[src/hw/rtl/cspt_pkg.sv]
// shared types, constants and helpers for the color space pixel threshold
package cspt_pkg;

   localparam int unsigned CSR_ADDR_W  = 5;
   localparam int unsigned CSR_DATA_W  = 32;
   localparam int unsigned REG_W       = 24;

   localparam int unsigned DIV_NUM_W   = 16;
   localparam int unsigned DIV_DEN_W   = 8;
   localparam int unsigned DIV_QUO_W   = 8;

   localparam logic [7:0]  HUE_STEP    = 8'd43;
   localparam logic [7:0]  HUE_GREEN   = 8'd85;
   localparam logic [7:0]  HUE_BLUE    = 8'd171;
   localparam logic [7:0]  FULL_SCALE  = 8'd255;
   localparam logic [9:0]  THIRD_MUL   = 10'd683;
   localparam int unsigned THIRD_SHIFT = 11;

   localparam logic [REG_W-1:0] LOW_RESET    = 24'h800000;
   localparam logic [REG_W-1:0] HIGH_RESET   = 24'hFFFFFF;
   localparam logic [REG_W-1:0] OUTSIDE_RESET = 24'h000000;
   localparam logic [REG_W-1:0] INSIDE_RESET = 24'h0000FF;

   typedef enum logic [1:0] {
      SPACE_RGB = 2'd0,
      SPACE_HSV = 2'd1,
      SPACE_HSL = 2'd2,
      SPACE_HSI = 2'd3
   } space_type;

   typedef enum logic [2:0] {
      REG_LOW     = 3'd0,
      REG_HIGH    = 3'd1,
      REG_OUTSIDE = 3'd2,
      REG_INSIDE  = 3'd3,
      REG_SPACE   = 3'd4
   } reg_idx_type;

   typedef enum logic [1:0] {
      SEC_RED   = 2'd0,
      SEC_GREEN = 2'd1,
      SEC_BLUE  = 2'd2
   } sector_type;

   typedef struct packed {
      logic [7:0] red;
      logic [7:0] green;
      logic [7:0] blue;
   } pixel_type;

   typedef struct packed {
      logic [7:0] out_red;
      logic [7:0] out_green;
      logic [7:0] out_blue;
      logic       in_range;
   } result_type;

   // 255 * v by shift and subtract
   function automatic logic [15:0] mul255(input logic [7:0] v);
      return {v, 8'h00} - {8'h00, v};
   endfunction

endpackage

[src/hw/rtl/cspt_divider.sv]
// pipelined restoring divider, one quotient bit per stage
module cspt_divider #(
   parameter int unsigned NUM_W = cspt_pkg::DIV_NUM_W,
   parameter int unsigned DEN_W = cspt_pkg::DIV_DEN_W,
   parameter int unsigned QUO_W = cspt_pkg::DIV_QUO_W
) (
   input  logic             clock,
   input  logic [QUO_W-1:0] step_en,
   input  logic [NUM_W-1:0] num,
   input  logic [DEN_W-1:0] den,
   output logic [QUO_W-1:0] quo
);

   localparam int unsigned CMP_W = (NUM_W > DEN_W + QUO_W) ? NUM_W : DEN_W + QUO_W;

   logic [CMP_W-1:0] rem_ff [QUO_W];
   logic [DEN_W-1:0] den_ff [QUO_W];
   logic [QUO_W-1:0] quo_ff [QUO_W];
   logic [CMP_W-1:0] rem_in [QUO_W];
   logic [QUO_W-1:0] quo_in [QUO_W];

   always_comb begin
      logic [CMP_W-1:0] rem_src;
      logic [DEN_W-1:0] den_src;
      logic [QUO_W-1:0] quo_src;
      logic [CMP_W-1:0] trial;
      for (int j = 0; j < QUO_W; j++) begin
         if (j == 0) begin
            rem_src = CMP_W'(num);
            den_src = den;
            quo_src = '0;
         end else begin
            rem_src = rem_ff[j-1];
            den_src = den_ff[j-1];
            quo_src = quo_ff[j-1];
         end
         trial = CMP_W'(den_src) << (QUO_W - 1 - j);
         rem_in[j] = rem_src;
         quo_in[j] = quo_src;
         if (rem_src >= trial) begin
            rem_in[j] = rem_src - trial;
            quo_in[j][QUO_W-1-j] = 1'b1;
         end
      end
   end

   always_ff @(posedge clock) begin
      for (int j = 0; j < QUO_W; j++) begin
         if (step_en[j]) begin
            rem_ff[j] <= rem_in[j];
            quo_ff[j] <= quo_in[j];
            den_ff[j] <= (j == 0) ? den : den_ff[j-1];
         end
      end
   end

   assign quo = quo_ff[QUO_W-1];

endmodule

[src/hw/rtl/color_space_pixel_threshold.sv]
// color space pixel threshold: rgb pixel to rgb/hsv/hsl/hsi, bound check, color replace
// One pixel per clock sustained while the result side does not stall; an accepted request passes
// through the input register, min/max stage, setup stage, an 8-stage divider that yields one
// quotient bit per stage for hue and saturation, hue/saturation assembly, and the
// compare-and-select output register. Stalls on the result side ripple back stage by
// stage, so empty stages keep filling and a request is taken whenever any bubble exists.
// Hue is on a 0..255 circle (red 0, green 85, blue 171, 43 steps per chroma, truncating);
// grey pixels get hue and saturation 0; the hue window wraps when its low >= high.
// Registers on the apb port at 4*index: low bounds, high bounds, outside color, inside
// color, color space (0 rgb, 1 hsv, 2 hsl, 3 hsi). Channel packing is ch0 in 7:0,
// ch1 in 15:8, ch2 in 23:16; colors are red 7:0, green 15:8, blue 23:16.
// Write registers only while the pipeline is empty.
module color_space_pixel_threshold (
   input  logic                           clock,
   input  logic                           reset,
   // pixel requests
   input  logic                           req_valid,
   output logic                           req_ready,
   input  cspt_pkg::pixel_type            req_data,
   // results
   output logic                           rsp_valid,
   input  logic                           rsp_ready,
   output cspt_pkg::result_type           rsp_data,
   // register port
   input  logic                           psel,
   input  logic                           penable,
   input  logic                           pwrite,
   input  logic [cspt_pkg::CSR_ADDR_W-1:0] paddr,
   input  logic [cspt_pkg::CSR_DATA_W-1:0] pwdata,
   output logic [cspt_pkg::CSR_DATA_W-1:0] prdata,
   output logic                           pready
);

   localparam int unsigned QW     = cspt_pkg::DIV_QUO_W;
   localparam int unsigned ST_S0  = 0;
   localparam int unsigned ST_S1  = 1;
   localparam int unsigned ST_S2  = 2;
   localparam int unsigned ST_DIV = 3;
   localparam int unsigned ST_F1  = ST_DIV + QW;
   localparam int unsigned ST_F2  = ST_F1 + 1;
   localparam int unsigned NST    = ST_F2 + 1;

   // stage 1: max/min, hue sector, signed difference, channel sum
   typedef struct packed {
      cspt_pkg::pixel_type  pix;
      logic [7:0]           mx;
      logic [7:0]           mn;
      cspt_pkg::sector_type sector;
      logic                 neg;
      logic [7:0]           adiff;
      logic [9:0]           sum;
   } s1_type;

   // values that ride alongside the divider
   typedef struct packed {
      logic [7:0]           byp0;
      logic [7:0]           byp1;
      logic [7:0]           c2;
      cspt_pkg::sector_type sector;
      logic                 neg;
      logic                 grey;
      logic                 sat_full;
      logic                 sat_inv;
      logic                 rgb;
   } side_type;

   // stage 2: divider operands plus sideband
   typedef struct packed {
      logic [15:0] hue_num;
      logic [7:0]  hue_den;
      logic [15:0] sat_num;
      logic [7:0]  sat_den;
      side_type    side;
   } s2_type;

   typedef struct packed {
      logic [7:0] c0;
      logic [7:0] c1;
      logic [7:0] c2;
   } f1_type;

   // ---------------------------------------------------------------- registers
   logic [cspt_pkg::REG_W-1:0] low_ff, high_ff, outside_ff, inside_ff;
   cspt_pkg::space_type        space_ff;
   logic                       wr_en;
   cspt_pkg::reg_idx_type      wr_idx;

   assign pready = 1'b1;
   assign wr_en  = psel && penable && pwrite && pready;
   assign wr_idx = cspt_pkg::reg_idx_type'(paddr[4:2]);

   always_ff @(posedge clock) begin
      if (reset) begin
         low_ff     <= cspt_pkg::LOW_RESET;
         high_ff    <= cspt_pkg::HIGH_RESET;
         outside_ff <= cspt_pkg::OUTSIDE_RESET;
         inside_ff  <= cspt_pkg::INSIDE_RESET;
         space_ff   <= cspt_pkg::SPACE_HSL;
      end else if (wr_en) begin
         case (wr_idx)
            cspt_pkg::REG_LOW:     low_ff     <= pwdata[cspt_pkg::REG_W-1:0];
            cspt_pkg::REG_HIGH:    high_ff    <= pwdata[cspt_pkg::REG_W-1:0];
            cspt_pkg::REG_OUTSIDE: outside_ff <= pwdata[cspt_pkg::REG_W-1:0];
            cspt_pkg::REG_INSIDE:  inside_ff  <= pwdata[cspt_pkg::REG_W-1:0];
            cspt_pkg::REG_SPACE:   space_ff   <= cspt_pkg::space_type'(pwdata[1:0]);
            default: ;
         endcase
      end
   end

   always_comb begin
      case (wr_idx)
         cspt_pkg::REG_LOW:     prdata = {8'h00, low_ff};
         cspt_pkg::REG_HIGH:    prdata = {8'h00, high_ff};
         cspt_pkg::REG_OUTSIDE: prdata = {8'h00, outside_ff};
         cspt_pkg::REG_INSIDE:  prdata = {8'h00, inside_ff};
         cspt_pkg::REG_SPACE:   prdata = {30'h0, space_ff};
         default:               prdata = '0;
      endcase
   end

   // ---------------------------------------------------------- flow control
   // a stage takes new data when it is empty or its own contents move on
   logic [NST-1:0] v_ff, v_in;
   logic [NST:0]   rdy;

   always_comb begin
      rdy[NST] = rsp_ready;
      for (int k = NST - 1; k >= 0; k--) begin
         rdy[k] = !v_ff[k] || rdy[k+1];
      end
      for (int k = 0; k < NST; k++) begin
         if (rdy[k]) begin
            v_in[k] = (k == 0) ? req_valid : v_ff[k-1];
         end else begin
            v_in[k] = v_ff[k];
         end
      end
   end

   always_ff @(posedge clock) begin
      if (reset) begin
         v_ff <= '0;
      end else begin
         v_ff <= v_in;
      end
   end

   assign req_ready = rdy[ST_S0];
   assign rsp_valid = v_ff[ST_F2];

   // ------------------------------------------------------- stage 0: input
   cspt_pkg::pixel_type s0_ff;

   always_ff @(posedge clock) begin
      if (rdy[ST_S0]) begin
         s0_ff <= req_data;
      end
   end

   // ------------------------------------------------ stage 1: max/min/sector
   s1_type s1_ff, s1_in;

   always_comb begin
      logic [7:0] r, g, b;
      r = s0_ff.red;
      g = s0_ff.green;
      b = s0_ff.blue;
      s1_in.pix = s0_ff;
      s1_in.mx  = (r > g) ? ((r > b) ? r : b) : ((g > b) ? g : b);
      s1_in.mn  = (r < g) ? ((r < b) ? r : b) : ((g < b) ? g : b);
      s1_in.sum = 10'(r) + 10'(g) + 10'(b);
      // red wins ties, then green
      if (r >= g && r >= b) begin
         s1_in.sector = cspt_pkg::SEC_RED;
         s1_in.neg    = g < b;
         s1_in.adiff  = (g < b) ? b - g : g - b;
      end else if (g >= b) begin
         s1_in.sector = cspt_pkg::SEC_GREEN;
         s1_in.neg    = b < r;
         s1_in.adiff  = (b < r) ? r - b : b - r;
      end else begin
         s1_in.sector = cspt_pkg::SEC_BLUE;
         s1_in.neg    = r < g;
         s1_in.adiff  = (r < g) ? g - r : r - g;
      end
   end

   always_ff @(posedge clock) begin
      if (rdy[ST_S1]) begin
         s1_ff <= s1_in;
      end
   end

   // ------------------------------------------- stage 2: divider operands
   s2_type s2_ff, s2_in;

   always_comb begin
      logic [7:0]  chroma;
      logic [19:0] third_prod;
      logic [7:0]  inten;
      logic [8:0]  lsum;
      logic [7:0]  light;
      logic [8:0]  twol;
      logic [8:0]  lum_off;
      logic [7:0]  hsl_den;
      logic [15:0] chroma255;

      chroma     = s1_ff.mx - s1_ff.mn;
      chroma255  = cspt_pkg::mul255(chroma);
      // sum / 3 by reciprocal, exact for sums below 2048
      third_prod = 20'(s1_ff.sum) * 20'(cspt_pkg::THIRD_MUL);
      inten      = third_prod[cspt_pkg::THIRD_SHIFT +: 8];
      lsum       = 9'(s1_ff.mx) + 9'(s1_ff.mn);
      light      = lsum[8:1];
      twol       = {light, 1'b0};
      lum_off    = (twol >= 9'(cspt_pkg::FULL_SCALE)) ? twol - 9'(cspt_pkg::FULL_SCALE)
                                                      : 9'(cspt_pkg::FULL_SCALE) - twol;
      hsl_den    = cspt_pkg::FULL_SCALE - lum_off[7:0];

      s2_in.hue_num       = 16'(s1_ff.adiff) * 16'(cspt_pkg::HUE_STEP);
      s2_in.hue_den       = chroma;
      s2_in.sat_num       = chroma255;
      s2_in.sat_den       = s1_ff.mx;
      s2_in.side.byp0     = s1_ff.pix.red;
      s2_in.side.byp1     = s1_ff.pix.green;
      s2_in.side.c2       = s1_ff.pix.blue;
      s2_in.side.sector   = s1_ff.sector;
      s2_in.side.neg      = s1_ff.neg;
      s2_in.side.grey     = chroma == 8'd0;
      s2_in.side.sat_full = 1'b0;
      s2_in.side.sat_inv  = 1'b0;
      s2_in.side.rgb      = 1'b0;

      case (space_ff)
         cspt_pkg::SPACE_HSV: begin
            s2_in.side.c2 = s1_ff.mx;
         end
         cspt_pkg::SPACE_HSL: begin
            s2_in.side.c2       = light;
            s2_in.sat_den       = hsl_den;
            // quotient would reach 256 or more, or divisor is zero
            s2_in.side.sat_full = chroma255 >= {hsl_den, 8'h00};
         end
         cspt_pkg::SPACE_HSI: begin
            s2_in.side.c2       = inten;
            s2_in.sat_num       = cspt_pkg::mul255(s1_ff.mn);
            s2_in.sat_den       = inten;
            s2_in.side.sat_inv  = 1'b1;
            s2_in.side.sat_full = inten == 8'd0;
         end
         default: begin
            s2_in.side.rgb = 1'b1;
         end
      endcase
   end

   always_ff @(posedge clock) begin
      if (rdy[ST_S2]) begin
         s2_ff <= s2_in;
      end
   end

   // ---------------------------------------------- divider stages (hue, sat)
   logic [QW-1:0] div_en;
   logic [QW-1:0] hue_q, sat_q;
   side_type      side_ff [QW];

   assign div_en = rdy[ST_DIV +: QW];

   cspt_divider #(
      .NUM_W(cspt_pkg::DIV_NUM_W),
      .DEN_W(cspt_pkg::DIV_DEN_W),
      .QUO_W(QW)
   ) u_hue_div (
      .clock  (clock),
      .step_en(div_en),
      .num    (s2_ff.hue_num),
      .den    (s2_ff.hue_den),
      .quo    (hue_q)
   );

   cspt_divider #(
      .NUM_W(cspt_pkg::DIV_NUM_W),
      .DEN_W(cspt_pkg::DIV_DEN_W),
      .QUO_W(QW)
   ) u_sat_div (
      .clock  (clock),
      .step_en(div_en),
      .num    (s2_ff.sat_num),
      .den    (s2_ff.sat_den),
      .quo    (sat_q)
   );

   always_ff @(posedge clock) begin
      for (int j = 0; j < QW; j++) begin
         if (div_en[j]) begin
            side_ff[j] <= (j == 0) ? s2_ff.side : side_ff[j-1];
         end
      end
   end

   // ------------------------------------- stage f1: hue and saturation out
   f1_type   f1_ff, f1_in;
   side_type sd;

   assign sd = side_ff[QW-1];

   always_comb begin
      logic [7:0] hue, sat;
      case (sd.sector)
         cspt_pkg::SEC_RED:   hue = (sd.neg && hue_q != 8'd0) ? cspt_pkg::FULL_SCALE - hue_q
                                                               : hue_q;
         cspt_pkg::SEC_GREEN: hue = sd.neg ? cspt_pkg::HUE_GREEN - hue_q
                                           : cspt_pkg::HUE_GREEN + hue_q;
         cspt_pkg::SEC_BLUE:  hue = sd.neg ? cspt_pkg::HUE_BLUE - hue_q
                                           : cspt_pkg::HUE_BLUE + hue_q;
         default:             hue = 8'd0;
      endcase
      if (sd.sat_full) begin
         sat = cspt_pkg::FULL_SCALE;
      end else if (sd.sat_inv) begin
         sat = cspt_pkg::FULL_SCALE - sat_q;
      end else begin
         sat = sat_q;
      end
      // grey pixels carry no hue or saturation
      if (sd.grey) begin
         hue = 8'd0;
         sat = 8'd0;
      end
      if (sd.rgb) begin
         f1_in.c0 = sd.byp0;
         f1_in.c1 = sd.byp1;
      end else begin
         f1_in.c0 = hue;
         f1_in.c1 = sat;
      end
      f1_in.c2 = sd.c2;
   end

   always_ff @(posedge clock) begin
      if (rdy[ST_F1]) begin
         f1_ff <= f1_in;
      end
   end

   // -------------------------------- stage f2: bound check, color select
   cspt_pkg::result_type out_ff, out_in;

   always_comb begin
      logic [7:0] l0, h0, l1, h1, l2, h2;
      logic       hue_ok, ok;
      logic [cspt_pkg::REG_W-1:0] col;
      l0 = low_ff[7:0];
      h0 = high_ff[7:0];
      l1 = low_ff[15:8];
      h1 = high_ff[15:8];
      l2 = low_ff[23:16];
      h2 = high_ff[23:16];
      // channel 0 window wraps around the hue circle when low >= high
      if (l0 < h0) begin
         hue_ok = f1_ff.c0 >= l0 && f1_ff.c0 <= h0;
      end else begin
         hue_ok = f1_ff.c0 >= l0 || f1_ff.c0 <= h0;
      end
      ok = hue_ok && f1_ff.c1 >= l1 && f1_ff.c1 <= h1 && f1_ff.c2 >= l2 && f1_ff.c2 <= h2;
      col = ok ? inside_ff : outside_ff;
      out_in.out_red   = col[7:0];
      out_in.out_green = col[15:8];
      out_in.out_blue  = col[23:16];
      out_in.in_range  = ok;
   end

   always_ff @(posedge clock) begin
      if (rdy[ST_F2]) begin
         out_ff <= out_in;
      end
   end

   assign rsp_data = out_ff;

endmodule

[config.mk]
export PLATFORM = sky130hd
export DESIGN_NAME = color_space_pixel_threshold
export DESIGN_NICKNAME = d
export VERILOG_FILES = /design/src/hw/rtl/cspt_pkg.sv /design/src/hw/rtl/cspt_divider.sv /design/src/hw/rtl/color_space_pixel_threshold.sv
export SDC_FILE = /design/constraint.sdc
export NUM_CORES = 2
export LEC_CHECK = 0
export ABC_CLOCK_PERIOD_IN_PS = 16570
export BUFFER_PORTS_ARGS = -buffer_cell sky130_fd_sc_hd__buf_2
export CAP_MARGIN = 25
export CORE_ASPECT_RATIO = 0.8
export CORE_MARGIN = 5
export CORE_UTILIZATION = 45
export CTS_CLUSTER_DIAMETER = 40
export CTS_CLUSTER_SIZE = 10
export DETAILED_ROUTE_END_ITERATION = 10
export REMOVE_ABC_BUFFERS = 1
export SYNTH_ARGS = -nofsm -noshare
export SYNTH_HDL_FRONTEND = slang
export SYNTH_SLANG_ARGS = --single-unit
[constraint.sdc]
create_clock -name clock -period 16.57 [get_ports clock]
set_input_delay 1.657 -clock clock [delete_from_list [all_inputs] [get_ports clock]]
set_output_delay 1.657 -clock clock [all_outputs]
set_load 0.03 [all_outputs]
After elaboration in Yosys (flattened, before gate mapping)

Memories as Yosys holds them, arrays and structs flattened.
Index checks and enable logic that the tools add are counted.

Add/subtract/negate cells: 37
Multipliers: 2
$lt $le $gt $ge: 35
Equal/unequal tests: 9
Muxes and demuxes: 78
Reductions and logical operators: 47

Operators with widths:

| operator                                | number |
|---|---|
| 2-to-1 mux 16 bit                       | 18 |
| 2-to-1 mux 8 bit                        | 17 |
| one-hot mux 24 bit (5 select lines)     | 1 |
| subtractor 16 x 8 -> 16 bit             | 4 |
| subtractor 8 bit                        | 7 |
| >= comparator 8 bit                     | 6 |
| one-hot mux 8 bit (3 select lines)      | 2 |
| < comparator 8 bit                      | 5 |
| subtractor 8 bit (first input constant) | 5 |
| 2-to-1 mux 1 bit                        | 35 |
| >= comparator 16 x 10 -> 1 bit          | 2 |
| >= comparator 16 x 11 -> 1 bit          | 2 |
| >= comparator 16 x 12 -> 1 bit          | 2 |
| >= comparator 16 x 13 -> 1 bit          | 2 |
| >= comparator 16 x 14 -> 1 bit          | 2 |
| >= comparator 16 x 8 -> 1 bit           | 2 |
| >= comparator 16 x 9 -> 1 bit           | 2 |
| subtractor 16 x 10 -> 16 bit            | 2 |
| subtractor 16 x 11 -> 16 bit            | 2 |
| subtractor 16 x 12 -> 16 bit            | 2 |
| subtractor 16 x 13 -> 16 bit            | 2 |
| subtractor 16 x 14 -> 16 bit            | 2 |
| subtractor 16 x 9 -> 16 bit             | 2 |
| greater-than comparator 8 bit           | 3 |
| 34 further kinds                        | 79 |

Register bits after elaboration: 322
Memory bits (writable): 760
Bits of input ports: 68
Logic and storage cells: 265
Memories: 7

Memory list:

| name             | words | bits a word | rd ports | clocked after Yosys merged registers in | wr ports | RTL line                           | RTL |
|---|---|---|---|---|---|---|---|
| side_ff          | 8     | 31          | 8        | 0                                       | 8        | color_space_pixel_threshold.sv:267 | `side_type side_ff [QW];` |
| u_hue_div.rem_ff | 8     | 16          | 7        | 0                                       | 8        | cspt_divider.sv:16                 | `logic [CMP_W-1:0] rem_ff [QUO_W];` |
| u_sat_div.rem_ff | 8     | 16          | 7        | 0                                       | 8        | cspt_divider.sv:16                 |  |
| u_hue_div.den_ff | 8     | 8           | 7        | 0                                       | 8        | cspt_divider.sv:17                 | `logic [DEN_W-1:0] den_ff [QUO_W];` |
| u_hue_div.quo_ff | 8     | 8           | 8        | 0                                       | 8        | cspt_divider.sv:18                 | `logic [QUO_W-1:0] quo_ff [QUO_W];` |
| u_sat_div.den_ff | 8     | 8           | 7        | 0                                       | 8        | cspt_divider.sv:17                 |  |
| +1 memories      | --    | --          | --       | --                                      | --       | --                                 |  |

Logic depth before layout (Yosys ltp)

Depth after elaboration: 14
Depth in mapped cells: 20
Depth with buffers taken out: 20

Hierarchy

From an unflattened synthesis, not the netlist that was laid out.

Cells, all modules: 3,929
Area, all modules: 48,599.1 sq um

Modules (own cells, without submodules):

| module                      | times used | cells an instance | area each (sq um) |
|---|---|---|---|
| color_space_pixel_threshold | 1          | 2,277             | 28,090.7 |
| cspt_divider (u_sat_div)    | 1          | 830               | 10,256.1 |
| cspt_divider (u_hue_div)    | 1          | 822               | 10,252.3 |

Worst setup path after synthesis

Ideal clock, no wire load.

Kind: input to output
Start point: input port rsp_ready
End point: output port req_ready
Arrival: 5.817 ns
Data required time: 14.913 ns
Slack: 9.096 ns
Stages on the path: 9
Path buffers: 1
Cells stage by stage: nor2b_1 > inv_1 > nor2_1 > and2_1 > inv_1 > nor2_1 > and2_1 > clkbuf_1 > nand4_1

Cells in the longest elaborated chain, start to end: 13

RTL lines:

| what                           | RTL line                           | RTL |
|---|---|---|
| start: declaration             | color_space_pixel_threshold.sv:22  | `input logic rsp_ready,` |
| logical OR 1 bit               | color_space_pixel_threshold.sv:130 | `rdy[k] = !v_ff[k] \|\| rdy[k+1];` |
| via rdy[12]                    | color_space_pixel_threshold.sv:125 | `logic [NST:0] rdy;` |
| logical OR 1 bit (5 in series) | color_space_pixel_threshold.sv:130 |  |
| via div_en[4]                  | color_space_pixel_threshold.sv:265 | `logic [QW-1:0] div_en;` |
| logical OR 1 bit (7 in series) | color_space_pixel_threshold.sv:130 |  |
| end: declaration               | color_space_pixel_threshold.sv:18  | `output logic req_ready,` |

The timed path passes the listed nets, and every way through them passes these cells.

Final worst setup path

Same ends and word-level chain as after synthesis.

==> flow_metrics.py <==
metrics = {
    "clock_network": {
        "holdBufCountCts": 0,
        "cts-resized-gates": 0,
        "clock_latency_ns": 0.73,
        "path_clk_slew_ns": 0.05,
        "clockBufferDepth": 3,
        "cts_root_buf": "clkbuf_16",
        "cts_setup_buffers": 0,
        "clock-sinks": 978,
        "htreeDepth": 4,
        "cts_tree": "built",
        "cts_buffers": 133,
    },
    "sta": {
        "period_share_pct": 40.44,
        "whs_ns": 0.3911,
        "setup_viol": 0,
        "slew_violations": 0,
        "fmax_ghz": 0.1492,
        "slew_headroom_pct": 28.31,
        "finalClockSkew_ns": 0.03279,
        "fin_setup_tns_ns": 0,
        "timing.final.crit_period_ns": 6.701,
        "final.setup.worst_slack_ns": 9.869,
        "rsz0062_at_grt": "no",
        "worst-slew-pin-transition_ns": 1.071,
        "hold_viol": 0,
    },
    "route": {
        "wl_met1_um": 46700,
        "route.met3.wl_um": 4546,
        "first_pass_iters": 7,
        "wl_per_cell_um": 16.52,
        "num_vias": 28290,
        "drtIter0Drc": 1798,
        "wl_met2_um": 38350,
        "wirelength_um": 91300,
        "dr.max_layer_used": "met4",
        "drc": 0,
        "via_per_inst": 5.119,
        "ant_nets": 0,
    },
    "logic_synthesis": {
        "synth-compound-area-share_pct": 10.35,
        "synthXorXnorAreaFrac_pct": 3.337,
        "synthArstFlopShare_pct": 0,
        "ys_seq_elements": 978,
        "synthTopCellsByArea": "edfxtp_1 55%, ha_1 9.6%, dfxtp_1 4.7%",
        "synth_top_family_by_area": "adder cells",
        "yosysTopAreaCellShare_pct": 54.50,
        "synthAdderAreaFrac_pct": 12.12,
        "synth_mux_area_share_pct": 1.878,
        "synth_top_cell_by_area": "edfxtp_1",
        "syn_area_mm2": 0.04777,
        "yosysWarningCount": 0,
        "synth_edf_count": 867,
        "synth_simple_gate_area_share_pct": 9.031,
        "netlist_instances": 3852,
        "synth-main-ff-cell": "edfxtp_1",
        "synth-seq-area-share_pct": 59.15,
        "synth_area_per_cell_um2": 12.40,
        "ys_types": 81,
    },
    "setup_path": {
        "crit_type": "in -> out",
        "worst-endpoint-required_ns": 14.91,
        "slowest_delay_ns": 0.64,
        "path_cells": "buf_2, nor2b_1, inv_1, nor2_1, and2_1, clkinv_2, nor2_1, and2_1, nand4_1, buf_4, buf_2",
        "crit_arrival_ns": 5.04,
        "end_kind": "output port",
        "crit_path_top_delay_cell": "clkinv_2",
        "path_max_fanout": 43,
        "start_kind": "primary input",
        "critical_path_buf_inv_count": 5,
        "path_delay_family": "simple AND/OR/NAND/NOR gates",
    },
    "cells_and_area": {
        "postLayoutCoreUtil_pct": 51.85,
        "drive_above_1_share_pct": 9.364,
        "nets": 4530,
        "final_common_cell": "edfxtp_1",
        "antenna_cells": 0,
        "areaGrowthSynthToFinish_pct": 13.86,
        "final_cell_mix": "867 x edfxtp_1, 397 x inv_1, 365 x ha_1, 341 x nand2_1, 243 x a21oi_1",
    },
    "place": {
        "gp_congestion": 0.8881,
        "dp_hpwl_um": 65880,
        "port_buffers": 108,
        "place_ws_ns": 9.838,
    },
    "grt": {
        "grt.total_usage_pct": 16.40,
        "grt_pass1_wl_um": 149700,
        "grt_pass1_vias": 27620,
        "grt_max_degree": 92,
        "antenna_found_initial": 4,
        "overflow": 0,
    },
    "floorplanning": {
        "fp-row-count": 106,
        "initial_core_util_pct": 45.53,
        "die_x_um": 374.3,
        "core_area_mm2": 0.1049,
        "io_pins": 128,
        "floorplan.die.height_um": 301.4,
        "die_area_mm2": 0.1128,
    },
    "pwr": {
        "p_per_area_mw_per_mm2": 216.4,
        "leakage_uw": 0.02255,
        "peakVddDrop_mv": 0.2778,
    },
    "hold_path": {
        "hold_path_class": "reg -> reg",
    },
    "run_status": {
        "status": "complete, no violations",
    },
    "job": {
        "maxCapViolations": 0,
    },
}
cell families after synthesis:
| logic type | after synthesis |
|---|---|
| AOI/OAI and AO/OA | 768 |
| xor gates and xnor gates | 182 |
| adders and majority gates | 426 |
| buffers and inverters | 512 |
| DFF | 978 |
| muxes | 76 |
| other | 2 |
| and+or+nand+nor | 908 |
synth_stat cells (35+ instances only):
cell      instances
nor3_1           47
dfxtp_1         111
inv_1           402
nand2b_1         54
fa_1             61
nor2_1          218
nor2b_1          65
a21o_1           47
o31ai_1          35
o21ai_0         137
nand2_1         344
xor2_1           79
ha_1            365
clkbuf_1         86
edfxtp_1        867
xnor2_1         103
a21oi_1         243
routing by layer:
layer | global-route usage [%] | up-vias
li1 | - | 14280
met1 | 24.74 | 13310
met2 | 24.26 | 562
met3 | 3.260 | 135
met4 | 4.373 | 0
met5 | 0 | -
where the power goes:
| group | internal [µW] | switching [µW] | leakage (µW) |
|---|---|---|---|
| Combinational | 2140 | 2700 | 0.0104 |
| Clock | 1680 | 989 | 0.00204 |
| Sequential | 3820 | 452 | 0.0101 |
| Total | 7630 | 4140 | 0.0225 |
state kept, by name, indices dropped and copies added (netlist names), 25 cells and up:
register and flops:
u_sat_div.quo_ff 36, u_sat_div.den_ff 56, u_sat_div.rem_ff 112, u_hue_div.den_ff 56
s1_ff 61, side_ff 248, s2_ff 77, u_hue_div.quo_ff 36
u_hue_div.rem_ff 112, rsp_data 25
stage by stage:
stage,total power (µW),area [µm²],cells
floorplan,7925,47350,3752
global placement,9063,49920,5292
detailed placement,9146,50060,5298
CTS,11890,54270,5519
global route,12830,54390,5526
finish,11770,54390,5526
worst reg2reg max path, cell delays in order (launching register included):
cell	delay (ns)
edfxtp_1	0.47
ha_1	0.37
ha_1	0.29
inv_1	0.05
fa_1	0.53
inv_1	0.05
fa_1	0.49
inv_1	0.05
fa_1	0.50
inv_1	0.04
ha_1	0.28
o21ai_1	0.07
a21oi_1	0.26
o2111ai_1	0.24
a21boi_2	0.26
a31oi_1	0.13
xnor2_1	0.17
or4_1	0.52
or4_1	0.42
nand3_1	0.10
layout make-up:
type,count,area [µm²]
clock buffers,173,3665
clock inverters,48,539.3
fillers,8915,50520
inverters,405,1524
multi-input cells,2369,17630
flip-flops and latches,978,28260
well taps,1404,1757
repair buffers,149,1023
final timing paths:
path | from | endpoint | slack [ns] | depth (start not counted)
min reg2reg | side_ff[1][71] | side_ff[1][102] | 0.39 | 0
min | side_ff[1][71] | side_ff[1][102] | 0.39 | 0
max | rsp_ready | req_ready | 9.87 | 11
max reg2reg | s1_ff[5] | s2_ff[2] | 11.14 | 19
Power figures use the tool's default switching activity.
